**config.mk**
```make
export PLATFORM = sky130hd
export DESIGN_NAME = lru_keyed_entry_cache_top_flat
export DESIGN_NICKNAME = d
export VERILOG_FILES = /design/src/hdl/lkc_pkg.sv /design/src/hdl/lkc_stream_if.sv /design/src/hdl/lru_keyed_entry_cache_top.sv /design/src/hdl/lkc_table.sv /design/src/flat_wrapper.sv
export SDC_FILE = /design/constraint.sdc
export NUM_CORES = 2
export LEC_CHECK = 0
export BUFFER_PORTS_ARGS = -buffer_cell sky130_fd_sc_hd__buf_2
export CORE_AREA = 2 2 697 560
export DETAILED_ROUTE_END_ITERATION = 10
export DIE_AREA = 0 0 699 562
export GPL_TIMING_DRIVEN = 0
export SKIP_CTS_REPAIR_TIMING = 1
export SYNTH_ARGS = -nofsm -noshare
export SYNTH_HDL_FRONTEND = slang
export SYNTH_HIERARCHICAL = 1
export SYNTH_SLANG_ARGS = --single-unit
```
**constraint.sdc**
```tcl
create_clock -name clk -period 34.4 [get_ports clk]
set_clock_uncertainty 0.05 [all_clocks]
set_input_delay 1.72 -clock clk [delete_from_list [all_inputs] [get_ports clk]]
set_output_delay 1.72 -clock clk [all_outputs]
set_load 0.02 [all_outputs]
```
**src/hdl/lkc_pkg.sv**
```systemverilog
// Package for the LRU keyed entry cache: operation codes, sequencer states,
// request/response beat layouts and the stored entry layout.
// No dependencies.
`default_nettype none

package lkc_pkg;

    // Default table depth
    localparam int unsigned LKC_ENTRIES = 16;

    // Use clock saturates here
    localparam logic [31:0] LKC_STAMP_MAX = 32'hFFFF_FFFF;

    typedef enum logic [1:0] {
        OP_LOOKUP = 2'd0,
        OP_STORE  = 2'd1,
        OP_INVAL  = 2'd2,
        OP_CLEAR  = 2'd3
    } lkc_op_t;

    typedef enum logic [2:0] {
        ST_IDLE,
        ST_SCAN,
        ST_MOVE_RD,
        ST_WRITE,
        ST_FINISH
    } lkc_state_t;

    // Request beat
    typedef struct packed {
        lkc_op_t            operation;
        logic [31:0]        key;
        logic signed [63:0] snapshot_in;
        logic [31:0]        handle_in;
        logic [31:0]        size_in;
    } lkc_req_t;

    // Response beat
    typedef struct packed {
        logic               hit;
        logic [3:0]         slot;
        logic signed [63:0] snapshot_out;
        logic [31:0]        handle_out;
        logic [31:0]        size_out;
        logic               released_valid;
        logic [31:0]        released_handle;
        logic [4:0]         entries_used;
    } lkc_rsp_t;

    // One table slot
    typedef struct packed {
        logic [31:0]        key;
        logic signed [63:0] snapshot;
        logic [31:0]        handle;
        logic [31:0]        size;
        logic [31:0]        stamp;
    } lkc_entry_t;

endpackage

`default_nettype wire

```
**src/hdl/lkc_stream_if.sv**
```systemverilog
// Valid/ready stream channel carrying one payload beat.
// Payload type is a parameter; used with types from lkc_pkg.
`default_nettype none

interface lkc_stream_if #(
    parameter type T = logic
) ();

    logic valid;
    logic ready;
    T     data;

    modport source (output valid, output data, input ready);
    modport sink   (input valid, input data, output ready);

endinterface

`default_nettype wire

```
**src/hdl/lru_keyed_entry_cache_top.sv**
```systemverilog
// Top level of the fully associative LRU keyed entry cache.
// Depends on lkc_pkg, lkc_stream_if and lkc_table.
//
// The cache holds up to ENTRIES slots, each with a 32-bit key, a signed
// snapshot number, a payload handle, a payload size and a use stamp. One
// request beat gives exactly one response beat. The block takes one request
// at a time: req.ready is high only while the sequencer is idle. A clear
// goes straight from idle to the finish state. Lookup, store and
// invalidate scan the occupied slots through the single read port of the
// entry memory, one slot per cycle, stopping at the first key match. A
// finished response waits in an output register, so a new request may be
// accepted while it is still unclaimed. Only handles are stored; software
// owns the payload buffers and frees the handle reported in
// released_handle.
`default_nettype none

module lru_keyed_entry_cache_top
    import lkc_pkg::*;
#(
    parameter int unsigned ENTRIES = LKC_ENTRIES
) (
    input  wire logic     clk,
    input  wire logic     rst_n,
    lkc_stream_if.sink    req,
    lkc_stream_if.source  rsp
);

    localparam int unsigned IDX_W = (ENTRIES > 1) ? $clog2(ENTRIES) : 1;
    localparam int unsigned CNT_W = $clog2(ENTRIES + 1);

    // Sequencer and control state
    lkc_state_t       state_reg, state_next;
    logic [CNT_W-1:0] count_reg;
    logic [31:0]      use_clock_reg;
    logic [CNT_W-1:0] iss_cnt_reg;
    logic             rd_vld_reg;
    logic             out_vld_reg;

    // Latched request
    lkc_op_t            op_reg;
    logic [31:0]        key_reg;
    logic signed [63:0] snap_reg;
    logic [31:0]        handle_reg;
    logic [31:0]        size_reg;

    // Scan bookkeeping
    logic [IDX_W-1:0] rd_idx_reg;
    logic [31:0]      best_stamp_reg;
    logic [IDX_W-1:0] best_idx_reg;
    logic [31:0]      best_handle_reg;

    // Write-back
    logic [IDX_W-1:0] wr_idx_reg;
    lkc_entry_t       wr_entry_reg;
    logic             move_reg;

    // Response under construction and output register
    logic               res_hit_reg;
    logic [3:0]         res_slot_reg;
    logic signed [63:0] res_snap_reg;
    logic [31:0]        res_handle_reg;
    logic [31:0]        res_size_reg;
    logic               res_rel_v_reg;
    logic [31:0]        res_rel_h_reg;
    lkc_rsp_t           out_data_reg;

    // Table port signals
    logic             tbl_wr_en;
    logic [IDX_W-1:0] tbl_wr_addr;
    lkc_entry_t       tbl_wr_data;
    logic             tbl_rd_en;
    logic [IDX_W-1:0] tbl_rd_addr;
    lkc_entry_t       tbl_rd_data;

    logic        accept;
    logic        match_now;
    logic        scan_end;
    logic        issue;
    logic        finish_go;
    logic        room;
    logic        move_needed;
    logic [31:0] stamp_new;
    lkc_entry_t  new_entry;

    lkc_table #(
        .ENTRIES (ENTRIES)
    ) u_table (
        .clk     (clk),
        .wr_en   (tbl_wr_en),
        .wr_addr (tbl_wr_addr),
        .wr_data (tbl_wr_data),
        .rd_en   (tbl_rd_en),
        .rd_addr (tbl_rd_addr),
        .rd_data (tbl_rd_data)
    );

    // Handshake and scan conditions
    assign accept    = req.valid && req.ready;
    assign match_now = (state_reg == ST_SCAN) && rd_vld_reg && (tbl_rd_data.key == key_reg);
    assign scan_end  = (state_reg == ST_SCAN) && !rd_vld_reg && !(iss_cnt_reg < count_reg);
    assign issue     = (state_reg == ST_SCAN) && (iss_cnt_reg < count_reg) && !match_now;
    assign finish_go = (state_reg == ST_FINISH) && (!out_vld_reg || rsp.ready);
    assign room      = count_reg < CNT_W'(ENTRIES);
    // Last slot moves into the gap unless the gap is the last slot
    assign move_needed = (CNT_W'(rd_idx_reg) + CNT_W'(1)) < count_reg;

    // Saturating use clock
    assign stamp_new = (use_clock_reg == LKC_STAMP_MAX) ? use_clock_reg
                                                        : use_clock_reg + 32'd1;

    assign new_entry = '{key: key_reg, snapshot: snap_reg, handle: handle_reg,
                         size: size_reg, stamp: stamp_new};

    // Next state
    always_comb
    begin
        state_next = state_reg;
        unique case (state_reg)
            ST_IDLE:
            begin
                if (accept)
                begin
                    state_next = (req.data.operation == OP_CLEAR) ? ST_FINISH : ST_SCAN;
                end
            end
            ST_SCAN:
            begin
                if (match_now)
                begin
                    case (op_reg)
                        OP_LOOKUP, OP_STORE: state_next = ST_WRITE;
                        OP_INVAL:            state_next = move_needed ? ST_MOVE_RD : ST_FINISH;
                        default:             state_next = ST_FINISH;
                    endcase
                end
                else if (scan_end)
                begin
                    state_next = (op_reg == OP_STORE) ? ST_WRITE : ST_FINISH;
                end
            end
            ST_MOVE_RD: state_next = ST_WRITE;
            ST_WRITE:   state_next = ST_FINISH;
            ST_FINISH:
            begin
                if (finish_go)
                begin
                    state_next = ST_IDLE;
                end
            end
            default:    state_next = ST_IDLE;
        endcase
    end

    // Sequencer outputs
    always_comb
    begin
        req.ready   = (state_reg == ST_IDLE);
        tbl_rd_en   = issue || (state_reg == ST_MOVE_RD);
        tbl_rd_addr = (state_reg == ST_MOVE_RD) ? count_reg[IDX_W-1:0]
                                                : iss_cnt_reg[IDX_W-1:0];
        tbl_wr_en   = (state_reg == ST_WRITE);
        tbl_wr_addr = wr_idx_reg;
        tbl_wr_data = move_reg ? tbl_rd_data : wr_entry_reg;
        rsp.valid   = out_vld_reg;
        rsp.data    = out_data_reg;
    end

    // Control registers
    always_ff @(posedge clk or negedge rst_n)
    begin
        if (!rst_n)
        begin
            state_reg     <= ST_IDLE;
            count_reg     <= '0;
            use_clock_reg <= '0;
            iss_cnt_reg   <= '0;
            rd_vld_reg    <= 1'b0;
            out_vld_reg   <= 1'b0;
        end
        else
        begin
            state_reg  <= state_next;
            rd_vld_reg <= issue;

            if (accept)
            begin
                iss_cnt_reg <= '0;
                if (req.data.operation == OP_CLEAR)
                begin
                    count_reg     <= '0;
                    use_clock_reg <= '0;
                end
            end
            else if (issue)
            begin
                iss_cnt_reg <= iss_cnt_reg + CNT_W'(1);
            end

            // Stamp and occupancy updates at the end of the scan
            if (match_now)
            begin
                case (op_reg)
                    OP_LOOKUP, OP_STORE: use_clock_reg <= stamp_new;
                    OP_INVAL:            count_reg     <= count_reg - CNT_W'(1);
                    default:             ;
                endcase
            end
            else if (scan_end && (op_reg == OP_STORE))
            begin
                use_clock_reg <= stamp_new;
                if (room)
                begin
                    count_reg <= count_reg + CNT_W'(1);
                end
            end

            // Output register
            if (finish_go)
            begin
                out_vld_reg <= 1'b1;
            end
            else if (rsp.ready)
            begin
                out_vld_reg <= 1'b0;
            end
        end
    end

    // Payload registers
    always_ff @(posedge clk)
    begin
        if (accept)
        begin
            op_reg         <= req.data.operation;
            key_reg        <= req.data.key;
            snap_reg       <= req.data.snapshot_in;
            handle_reg     <= req.data.handle_in;
            size_reg       <= req.data.size_in;
            move_reg       <= 1'b0;
            res_hit_reg    <= 1'b0;
            res_slot_reg   <= '0;
            res_snap_reg   <= '0;
            res_handle_reg <= '0;
            res_size_reg   <= '0;
            res_rel_v_reg  <= 1'b0;
            res_rel_h_reg  <= '0;
        end

        if (issue)
        begin
            rd_idx_reg <= iss_cnt_reg[IDX_W-1:0];
        end

        // Oldest stamp, lowest index on a tie
        if ((state_reg == ST_SCAN) && rd_vld_reg && !match_now)
        begin
            if ((rd_idx_reg == '0) || (tbl_rd_data.stamp < best_stamp_reg))
            begin
                best_stamp_reg  <= tbl_rd_data.stamp;
                best_idx_reg    <= rd_idx_reg;
                best_handle_reg <= tbl_rd_data.handle;
            end
        end

        if (match_now)
        begin
            res_hit_reg  <= 1'b1;
            res_slot_reg <= 4'(rd_idx_reg);
            wr_idx_reg   <= rd_idx_reg;
            case (op_reg)
                OP_LOOKUP:
                begin
                    res_snap_reg   <= tbl_rd_data.snapshot;
                    res_handle_reg <= tbl_rd_data.handle;
                    res_size_reg   <= tbl_rd_data.size;
                    // Same entry, fresh stamp
                    wr_entry_reg   <= '{key:      tbl_rd_data.key,
                                        snapshot: tbl_rd_data.snapshot,
                                        handle:   tbl_rd_data.handle,
                                        size:     tbl_rd_data.size,
                                        stamp:    stamp_new};
                end
                OP_STORE:
                begin
                    res_rel_v_reg <= 1'b1;
                    res_rel_h_reg <= tbl_rd_data.handle;
                    wr_entry_reg  <= new_entry;
                end
                OP_INVAL:
                begin
                    res_rel_v_reg <= 1'b1;
                    res_rel_h_reg <= tbl_rd_data.handle;
                    move_reg      <= 1'b1;
                end
                default: ;
            endcase
        end
        else if (scan_end && (op_reg == OP_STORE))
        begin
            wr_entry_reg <= new_entry;
            if (room)
            begin
                wr_idx_reg   <= count_reg[IDX_W-1:0];
                res_slot_reg <= 4'(count_reg);
            end
            else
            begin
                wr_idx_reg    <= best_idx_reg;
                res_slot_reg  <= 4'(best_idx_reg);
                res_rel_v_reg <= 1'b1;
                res_rel_h_reg <= best_handle_reg;
            end
        end

        if (finish_go)
        begin
            out_data_reg <= '{hit:             res_hit_reg,
                              slot:            res_slot_reg,
                              snapshot_out:    res_snap_reg,
                              handle_out:      res_handle_reg,
                              size_out:        res_size_reg,
                              released_valid:  res_rel_v_reg,
                              released_handle: res_rel_h_reg,
                              entries_used:    5'(count_reg)};
        end
    end

    // Checks
    a_count_bound: assert property (@(posedge clk) disable iff (!rst_n)
        count_reg <= CNT_W'(ENTRIES))
        else $error("occupancy exceeds table depth");

    a_clear_resets: assert property (@(posedge clk) disable iff (!rst_n)
        (accept && (req.data.operation == OP_CLEAR)) |=>
            (count_reg == '0) && (use_clock_reg == '0))
        else $error("clear did not empty the table");

    a_store_grows: assert property (@(posedge clk) disable iff (!rst_n)
        ((state_reg == ST_SCAN) && (op_reg == OP_STORE)) |=>
            (count_reg >= $past(count_reg)))
        else $error("store reduced occupancy");

    a_scan_bound: assert property (@(posedge clk) disable iff (!rst_n)
        (state_reg == ST_SCAN) |-> (iss_cnt_reg <= count_reg))
        else $error("scan ran past occupied slots");

    a_no_rw_clash: assert property (@(posedge clk) disable iff (!rst_n)
        tbl_wr_en |-> !tbl_rd_en && (state_next == ST_FINISH))
        else $error("table write overlaps a read");

endmodule

`default_nettype wire

```
**src/hdl/lkc_table.sv**
```systemverilog
// Entry memory of the cache: one write port, one read port with
// registered read data. Depends on lkc_pkg for the entry layout.
`default_nettype none

module lkc_table
    import lkc_pkg::*;
#(
    parameter int unsigned ENTRIES = LKC_ENTRIES,
    localparam int unsigned IDX_W  = (ENTRIES > 1) ? $clog2(ENTRIES) : 1
) (
    input  wire logic             clk,
    input  wire logic             wr_en,
    input  wire logic [IDX_W-1:0] wr_addr,
    input  wire lkc_entry_t       wr_data,
    input  wire logic             rd_en,
    input  wire logic [IDX_W-1:0] rd_addr,
    output lkc_entry_t            rd_data
);

    lkc_entry_t mem [ENTRIES];

    // Write port
    always_ff @(posedge clk)
    begin
        if (wr_en)
        begin
            mem[wr_addr] <= wr_data;
        end
    end

    // Read port, data held while idle
    always_ff @(posedge clk)
    begin
        if (rd_en)
        begin
            rd_data <= mem[rd_addr];
        end
    end

endmodule

`default_nettype wire

```
**src/flat_wrapper.sv**
```systemverilog
// flat-port wrapper written by rule: the top's interface ports become plain ports
module lru_keyed_entry_cache_top_flat import lkc_pkg::*;
#(
    parameter int unsigned ENTRIES = LKC_ENTRIES
)
  (clk, rst_n, req_valid, req_data, req_ready, rsp_valid, rsp_data, rsp_ready);
  lkc_stream_if #(.T(lkc_req_t)) req_i ();
  lkc_stream_if #(.T(lkc_rsp_t)) rsp_i ();
  input  wire logic clk;
  input  wire logic rst_n;
  input wire logic [$bits(req_i.valid)-1:0] req_valid;
  input wire logic [$bits(req_i.data)-1:0] req_data;
  output wire logic [$bits(req_i.ready)-1:0] req_ready;
  output wire logic [$bits(rsp_i.valid)-1:0] rsp_valid;
  output wire logic [$bits(rsp_i.data)-1:0] rsp_data;
  input wire logic [$bits(rsp_i.ready)-1:0] rsp_ready;
  assign req_i.valid = req_valid;
  assign req_i.data = req_data;
  assign req_ready = req_i.ready;
  assign rsp_valid = rsp_i.valid;
  assign rsp_data = rsp_i.data;
  assign rsp_i.ready = rsp_ready;
  lru_keyed_entry_cache_top #(.ENTRIES(ENTRIES)) u_core (.clk(clk), .rst_n(rst_n), .req(req_i), .rsp(rsp_i));
endmodule
```
# ---- After elaboration in Yosys (flattened, before gate mapping)
# Memories as Yosys holds them, arrays and structs flattened. A register that Yosys moved wholly into a read port is not among the register bits.
# Index checks and enable logic that the tools add are counted.
dict set report op_classes {
  addsub 5
  order_cmp 4
  eq_ne 13
  n_mux 60
  n_reduce_logical 29
}
# operator count
set op_table {}
lappend op_table {{$mux W192} 3}
lappend op_table {{$mux W32} 17}
lappend op_table {{$pmux W192 S2} 1}
lappend op_table {{$mux W64} 3}
lappend op_table {{$mux W5} 8}
lappend op_table {{$add A32 B1 Y32 const B} 1}
lappend op_table {{$eq A32 B32 Y1} 1}
lappend op_table {{$eq A32 B32 Y1 const B} 1}
lappend op_table {{$lt A32 B32 Y1} 1}
lappend op_table {{$mux W4} 7}
lappend op_table {{$mux W3} 7}
lappend op_table {{$pmux W3 S5} 1}
lappend op_table {{$mux W1} 12}
lappend op_table {{$add A5 B1 Y5 const B} 2}
lappend op_table {{$logic_and A1 B1 Y1} 10}
lappend op_table {{$lt A5 B5 Y1} 2}
lappend op_table {{$eq A3 B2 Y1 const B} 2}
lappend op_table {{$pmux W3 S2} 1}
lappend op_table {{$reduce_bool A2 Y1} 3}
lappend op_table {{$add A4 B1 Y5 const B} 1}
lappend op_table {{$lt A5 B5 Y1 const B} 1}
lappend op_table {{$sub A5 B1 Y5 const B} 1}
lappend op_table {{$eq A2 B2 Y1 const B} 2}
lappend op_table {{$logic_not A1 Y1} 4}
lappend op_table {{15 further kinds} 19}
dict set report word_totals {
  ff_bits 815
  mem_bits_rw 3072
  inputBits 166
  output_inout_bits 173
  wordCells 149
  memories 1
}
# name words word_bits rd rd_ports_with_merged_regs wr line_no
set mem_list {}
lappend mem_list {u_core.u_table.mem 16 192 1 1 1 lkc_table.sv:20} ;# lkc_entry_t mem [ENTRIES];

# ---- Logic depth before layout (Yosys ltp)
dict set report logic_depth {
  word_depth 7
  mapped_depth 13
  mapped_depth_nobuf 10
}

# ---- Cells and area by module
# The synthesis kept the hierarchy.
# module n_inst cells_each area_each_um2 seq_area_each_um2
set by_module_without_submodules {}
lappend by_module_without_submodules {lkc_table 1 5024 120724.5 98014.0}
lappend by_module_without_submodules {lru_keyed_entry_cache_top 1 2398 33026.7 22606.7}

# ---- Least setup slack after synthesis
# OpenSTA, ideal clock, no wires.
dict set report synth_timing {
  kind {reg-to-reg}
  startpoint {reg u_core.state_reg[2]}
  endpoint {mem u_core/u_table/mem[0][0] (netlist name), enable pin}
  t_arrival_ns 14.166
  required_ns 33.371
  path_slack_ns 19.205
  path_stages_with_launch 5
  path_cell_list {dfrtp_1 -> inv_1 -> and3_1 -> or3b_2 -> nor3_1}
}
dict set report synth_via {
  elab_chain_len 3
}
# element line_no
set synth_rtl {}
lappend synth_rtl {{from (decl)} lru_keyed_entry_cache_top.sv:32} ;# lkc_state_t state_reg, state_next;
lappend synth_rtl {{from (signal assigned)} lru_keyed_entry_cache_top.sv:182} ;# state_reg <= state_next;
lappend synth_rtl {{$eq A3 B2 Y1} lru_keyed_entry_cache_top.sv:161} ;# tbl_wr_en = (state_reg == ST_WRITE);
lappend synth_rtl {{net u_core.tbl_wr_en} lru_keyed_entry_cache_top.sv:68} ;# logic tbl_wr_en;
lappend synth_rtl {{$mux W1} lkc_table.sv:25} ;# if (wr_en)
lappend synth_rtl {{$mux W1 (implied by the code)} lkc_table.sv:27} ;# mem[wr_addr] <= wr_data;
lappend synth_rtl {{to (decl)} lkc_table.sv:20}
# The timed path passes the listed nets, and every way through them passes these cells.

# ---- Final worst setup path
dict set report layout_timing {
  startpoint {reg, netlist name u_core/u_table/rd_data[174]}
  endpoint {reg u_core.res_size_reg[4]}
}
dict set report layout_via {
  elab_chain_len 3
}
# element line_no
set layout_rtl {}
lappend layout_rtl {{$eq A32 B32 Y1} lru_keyed_entry_cache_top.sv:99} ;# assign match_now = (state_reg == ST_SCAN) && rd_vld_reg && (tbl_rd_data.key == key_reg);
lappend layout_rtl {{$logic_and A1 B1 Y1} lru_keyed_entry_cache_top.sv:99}
lappend layout_rtl {{$mux W32} lru_keyed_entry_cache_top.sv:265} ;# if (match_now)
lappend layout_rtl {{to (signal assigned)} lru_keyed_entry_cache_top.sv:275} ;# res_size_reg <= tbl_rd_data.size;
lappend layout_rtl {{to (decl)} lru_keyed_entry_cache_top.sv:62} ;# logic [31:0] res_size_reg;
# No other way between the ends.
# A chain may end at the register's enable or synchronous reset.

==> parameters.txt <==
Parameter                              Value

Global route
  Antenna violations before repair ... 29
  Global-route usage over all layers ... 0.2107
  Pin count of the biggest net entering global routing ... 79
  Overflow left after global routing ... 0
  First-pass GRT wire length ... 592400 microns
  Vias in the first global route ... 78030

Yosys
  Most frequently used cell type in the post-synthesis netlist ... sky130_fd_sc_hd__edfxtp_1
  Post-synth EDFFs ... 3869
  Most area-consuming cells after synthesis ... sky130_fd_sc_hd__edfxtp_1 (76%), sky130_fd_sc_hd__mux4_2 (11%), sky130_fd_sc_hd__mux2_2 (2.4%)
  Net count after synthesis ... 7637
  Most used standard cells in the synthesized netlist ... sky130_fd_sc_hd__edfxtp_1 (3869), sky130_fd_sc_hd__mux4_2 (717), sky130_fd_sc_hd__nand2_1 (513), sky130_fd_sc_hd__a22oi_1 (329), sky130_fd_sc_hd__mux2_2 (325)
  Share of async-settable or async-resettable flops after synthesis ... 0.01152
  Synthesized cell area ... 153800 sq um
  Count of synthesis-stage warnings from yosys ... 6
  Ys flop type ... sky130_fd_sc_hd__edfxtp_1
  Synth Instances ... 7422
  Synth Area per Inst ... 20.72 sq um
  Dominant cell type by area after synthesis ... sky130_fd_sc_hd__edfxtp_1
  Part of the Yosys area used for sequential elements ... 0.7845
  Fraction of synthesized cell area taken by the top area cell type ... 0.7556
  Yosys reg bits ... 4079
  Number of distinct library cells after synthesis ... 74

Worst setup path
  Worst EP arrival ... 6.66 ns
  CP required ... 35.17 ns
  Critical path class ... flip-flop to flip-flop
  RR Startpoint ... u_core/u_table/rd_data[174]$_DFFE_PP_
  Launching element type of the critical path ... flip-flop
  Critical Path End Type ... flip-flop
  CP startpoint ... u_core/u_table/rd_data[174]$_DFFE_PP_
  Worst-path fanout max ... 10

Finish
  Area growth from synthesis to layout ... 16.62%
  Number of fillers in the final layout ... 31960
  Number of nets in the layout ... 8633
  Number of flip-flops under the largest register name ... 3072
  Sequential cell area ... 120600 sq um
  Ratio of cells with drive above 1 in the final layout ... 0.2781
  Footprint of the multi-input gates ... 31090 sq um

STA
  Final Max Slew Viols ... 0
  Final worst-path cycle share ... 0.1713
  Endpoints failing hold ... 0
  Setup repair after global routing missed its margin ... false
  Min cycle time layout ... 5.891 ns
  Slew headroom ... 0.04897
  Slew of the pin with the lowest slew margin ... 1.427 ns
  Final sum of negative setup slack ... 0 ns
  Achievable clock frequency ... 169.7 MHz
  Count of final setup violators ... 0

Clock network
  H-tree depth ... 5
  CTS tree ... built
  Clk pin slew, worst setup/hold paths ... 0.06 ns
  Bufs on Longest Clock Path ... 4
  Clock Latency Late Sink ... 0.93 ns
  Inserted Clock Buffers ... 392
  TritonCTS sink count ... 4079
  Clock Tree Root ... sky130_fd_sc_hd__clkbuf_16

Floorplan
  Site Rows ... 204
  Num ports ... 339
  Core footprint ... 385400 sq um
  Initial core utilization ... 0.3989
  Die outline width ... 699 microns
  Height of the die ... 562 microns
  Die area ... 392800 sq um

Drt
  Routed via count divided by cell count ... 5.658
  Top routing layer in use ... met4
  Final WL ... 421400 microns
  Routed wirelength normalized by instance count ... 30.32 microns
  Total length of routed met2 wires ... 194400 microns
  Length of the first detailed-routing pass in iterations ... 8
  Length of routed wiring on met1 ... 177500 microns
  Iter 0 DRT Violations ... 9769
  Number of vias in the routed layout ... 78650
  Routed length on met3 ... 38760 microns
  DRC errors left ... 0
  Antenna-violating nets left ... 0

Power
  Leakage dissipation ... 0.05723 uW
  Total power of the final layout ... 13320 uW
  Largest vdd supply drop ... 0.05507 mV
  Pwr dens ... 74.27 nW/um^2

Placed design
  Number of port buffers ... 338
  Global placement routability congestion ... 0.8131
  DPL Wire Length ... 279300 microns

Flow run
  Number of max-capacitance violations reported ... 0

Min path
  Path type of the worst min-delay path ... flip-flop to flip-flop
  Origin of the worst min-delay path ... u_core/res_handle_reg[24]$_DFF_P_

Status
  Run status ... finished clean
-- cell type report --
| class | instances | area share |
|---|---|---|
| antenna | 9 | 0.0001256 |
| buffer | 425 | 0.01119 |
| clock buffer | 481 | 0.05795 |
| clock inverter | 235 | 0.01317 |
| inverter | 58 | 0.001256 |
| multi-input combinational | 2860 | 0.1734 |
| sequential | 4079 | 0.6727 |
| tap | 5150 | 0.03594 |
| timing repair buffer | 602 | 0.03431 |
-- per-stage QoR --
stage               std cells  worst slack [ns]  cell area (sq um)  utilization  hold slack [ns]
detailed placement      13170             28.58             166500       0.4320           0.3644
finish                  13900             28.51             179300       0.4652           0.3815
global placement        12910            0.4377             161900       0.4200           0.3622
CTS                     13890             28.53             179300       0.4651           0.3796
global route            13890             28.48             179300       0.4652           0.3915
floorplan                7422             19.20             153800            -           0.3503
-- worst paths after layout --
check,slack [ns],cells past startpoint,end
hold reg to reg,0.38,0,u_core/rsp.data[94]$_DFFE_PP_
max in group asynchronous,32.52,1,u_core/use_clock_reg[20]$_DFF_PN0_
setup reg to reg,28.51,9,u_core/res_size_reg[4]$_DFF_P_
min in group asynchronous,1.00,1,u_core/count_reg[4]$_DFF_PN0_
hold / removal,0.38,0,u_core/rsp.data[94]$_DFFE_PP_
setup / recovery,28.51,9,u_core/res_size_reg[4]$_DFF_P_
-- layout by cell type (no fill, tap or decap), types with 15 or more instances in the layout --
cell type	instances
sky130_fd_sc_hd__clkinv_2	60
sky130_fd_sc_hd__o22ai_1	28
sky130_fd_sc_hd__a22oi_1	329
sky130_fd_sc_hd__buf_4	49
sky130_fd_sc_hd__dfrtp_1	47
sky130_fd_sc_hd__clkbuf_1	273
sky130_fd_sc_hd__mux4_2	717
sky130_fd_sc_hd__buf_6	111
sky130_fd_sc_hd__o21ai_0	104
sky130_fd_sc_hd__mux2i_1	129
sky130_fd_sc_hd__xor2_1	44
sky130_fd_sc_hd__buf_16	29
sky130_fd_sc_hd__xnor2_1	22
sky130_fd_sc_hd__mux2_2	325
sky130_fd_sc_hd__nor2b_1	18
sky130_fd_sc_hd__clkinv_1	87
sky130_fd_sc_hd__a21oi_1	130
sky130_fd_sc_hd__nand3_1	34
sky130_fd_sc_hd__nand4_1	19
sky130_fd_sc_hd__buf_8	15
sky130_fd_sc_hd__ha_1	49
sky130_fd_sc_hd__dfxtp_1	163
sky130_fd_sc_hd__bufinv_16	41
sky130_fd_sc_hd__a21o_1	23
sky130_fd_sc_hd__or3_1	16
sky130_fd_sc_hd__o211ai_1	26
sky130_fd_sc_hd__clkinvlp_4	23
sky130_fd_sc_hd__inv_1	55
sky130_fd_sc_hd__nand2_1	513
sky130_fd_sc_hd__o21ai_1	47
sky130_fd_sc_hd__a211oi_1	59
sky130_fd_sc_hd__nor2_1	83
sky130_fd_sc_hd__edfxtp_1	3869
sky130_fd_sc_hd__buf_1	37
sky130_fd_sc_hd__buf_12	113
sky130_fd_sc_hd__buf_2	463
sky130_fd_sc_hd__clkbuf_16	398
-- layer usage --
| layer | up-vias | GRT usage |
|---|---|---|
| li1 | 32410 | - |
| met1 | 41930 | 0.3029 |
| met2 | 3757 | 0.3295 |
| met3 | 548 | 0.04566 |
| met4 | 0 | 0.05127 |
| met5 | - | 0 |
-- where the power goes --
| group | internal (uW) | switching [uW] | leakage, uW |
|---|---|---|---|
| Sequential | 5990 | 282 | 0.0369 |
| Combinational | 1040 | 1670 | 0.0141 |
| Clock | 2460 | 1860 | 0.00618 |
| Total | 9500 | 3820 | 0.0572 |
-- cell families after synthesis --
group,synth area share
buffers and inverters,0.01434
adders and majority gates,0.003988
muxes,0.1372
and+or+nand+nor,0.02277
xor gates and xnor gates,0.003760
DFF,0.7845
AOI/OAI and AO/OA,0.03340
-- worst max-delay path, stage by stage, from the launching register on --
cell and delay [ns]:
sky130_fd_sc_hd__edfxtp_1 0.48, sky130_fd_sc_hd__xor2_1 0.21, sky130_fd_sc_hd__nor4_1 0.77, sky130_fd_sc_hd__nand4_1 0.89
sky130_fd_sc_hd__nor4_4 0.95, sky130_fd_sc_hd__buf_4 0.60, sky130_fd_sc_hd__buf_6 0.38, sky130_fd_sc_hd__buf_2 0.82
sky130_fd_sc_hd__nand2_1 0.35, sky130_fd_sc_hd__o21ai_0 0.15
No activity file was read; power rests on OpenSTA's default activity.
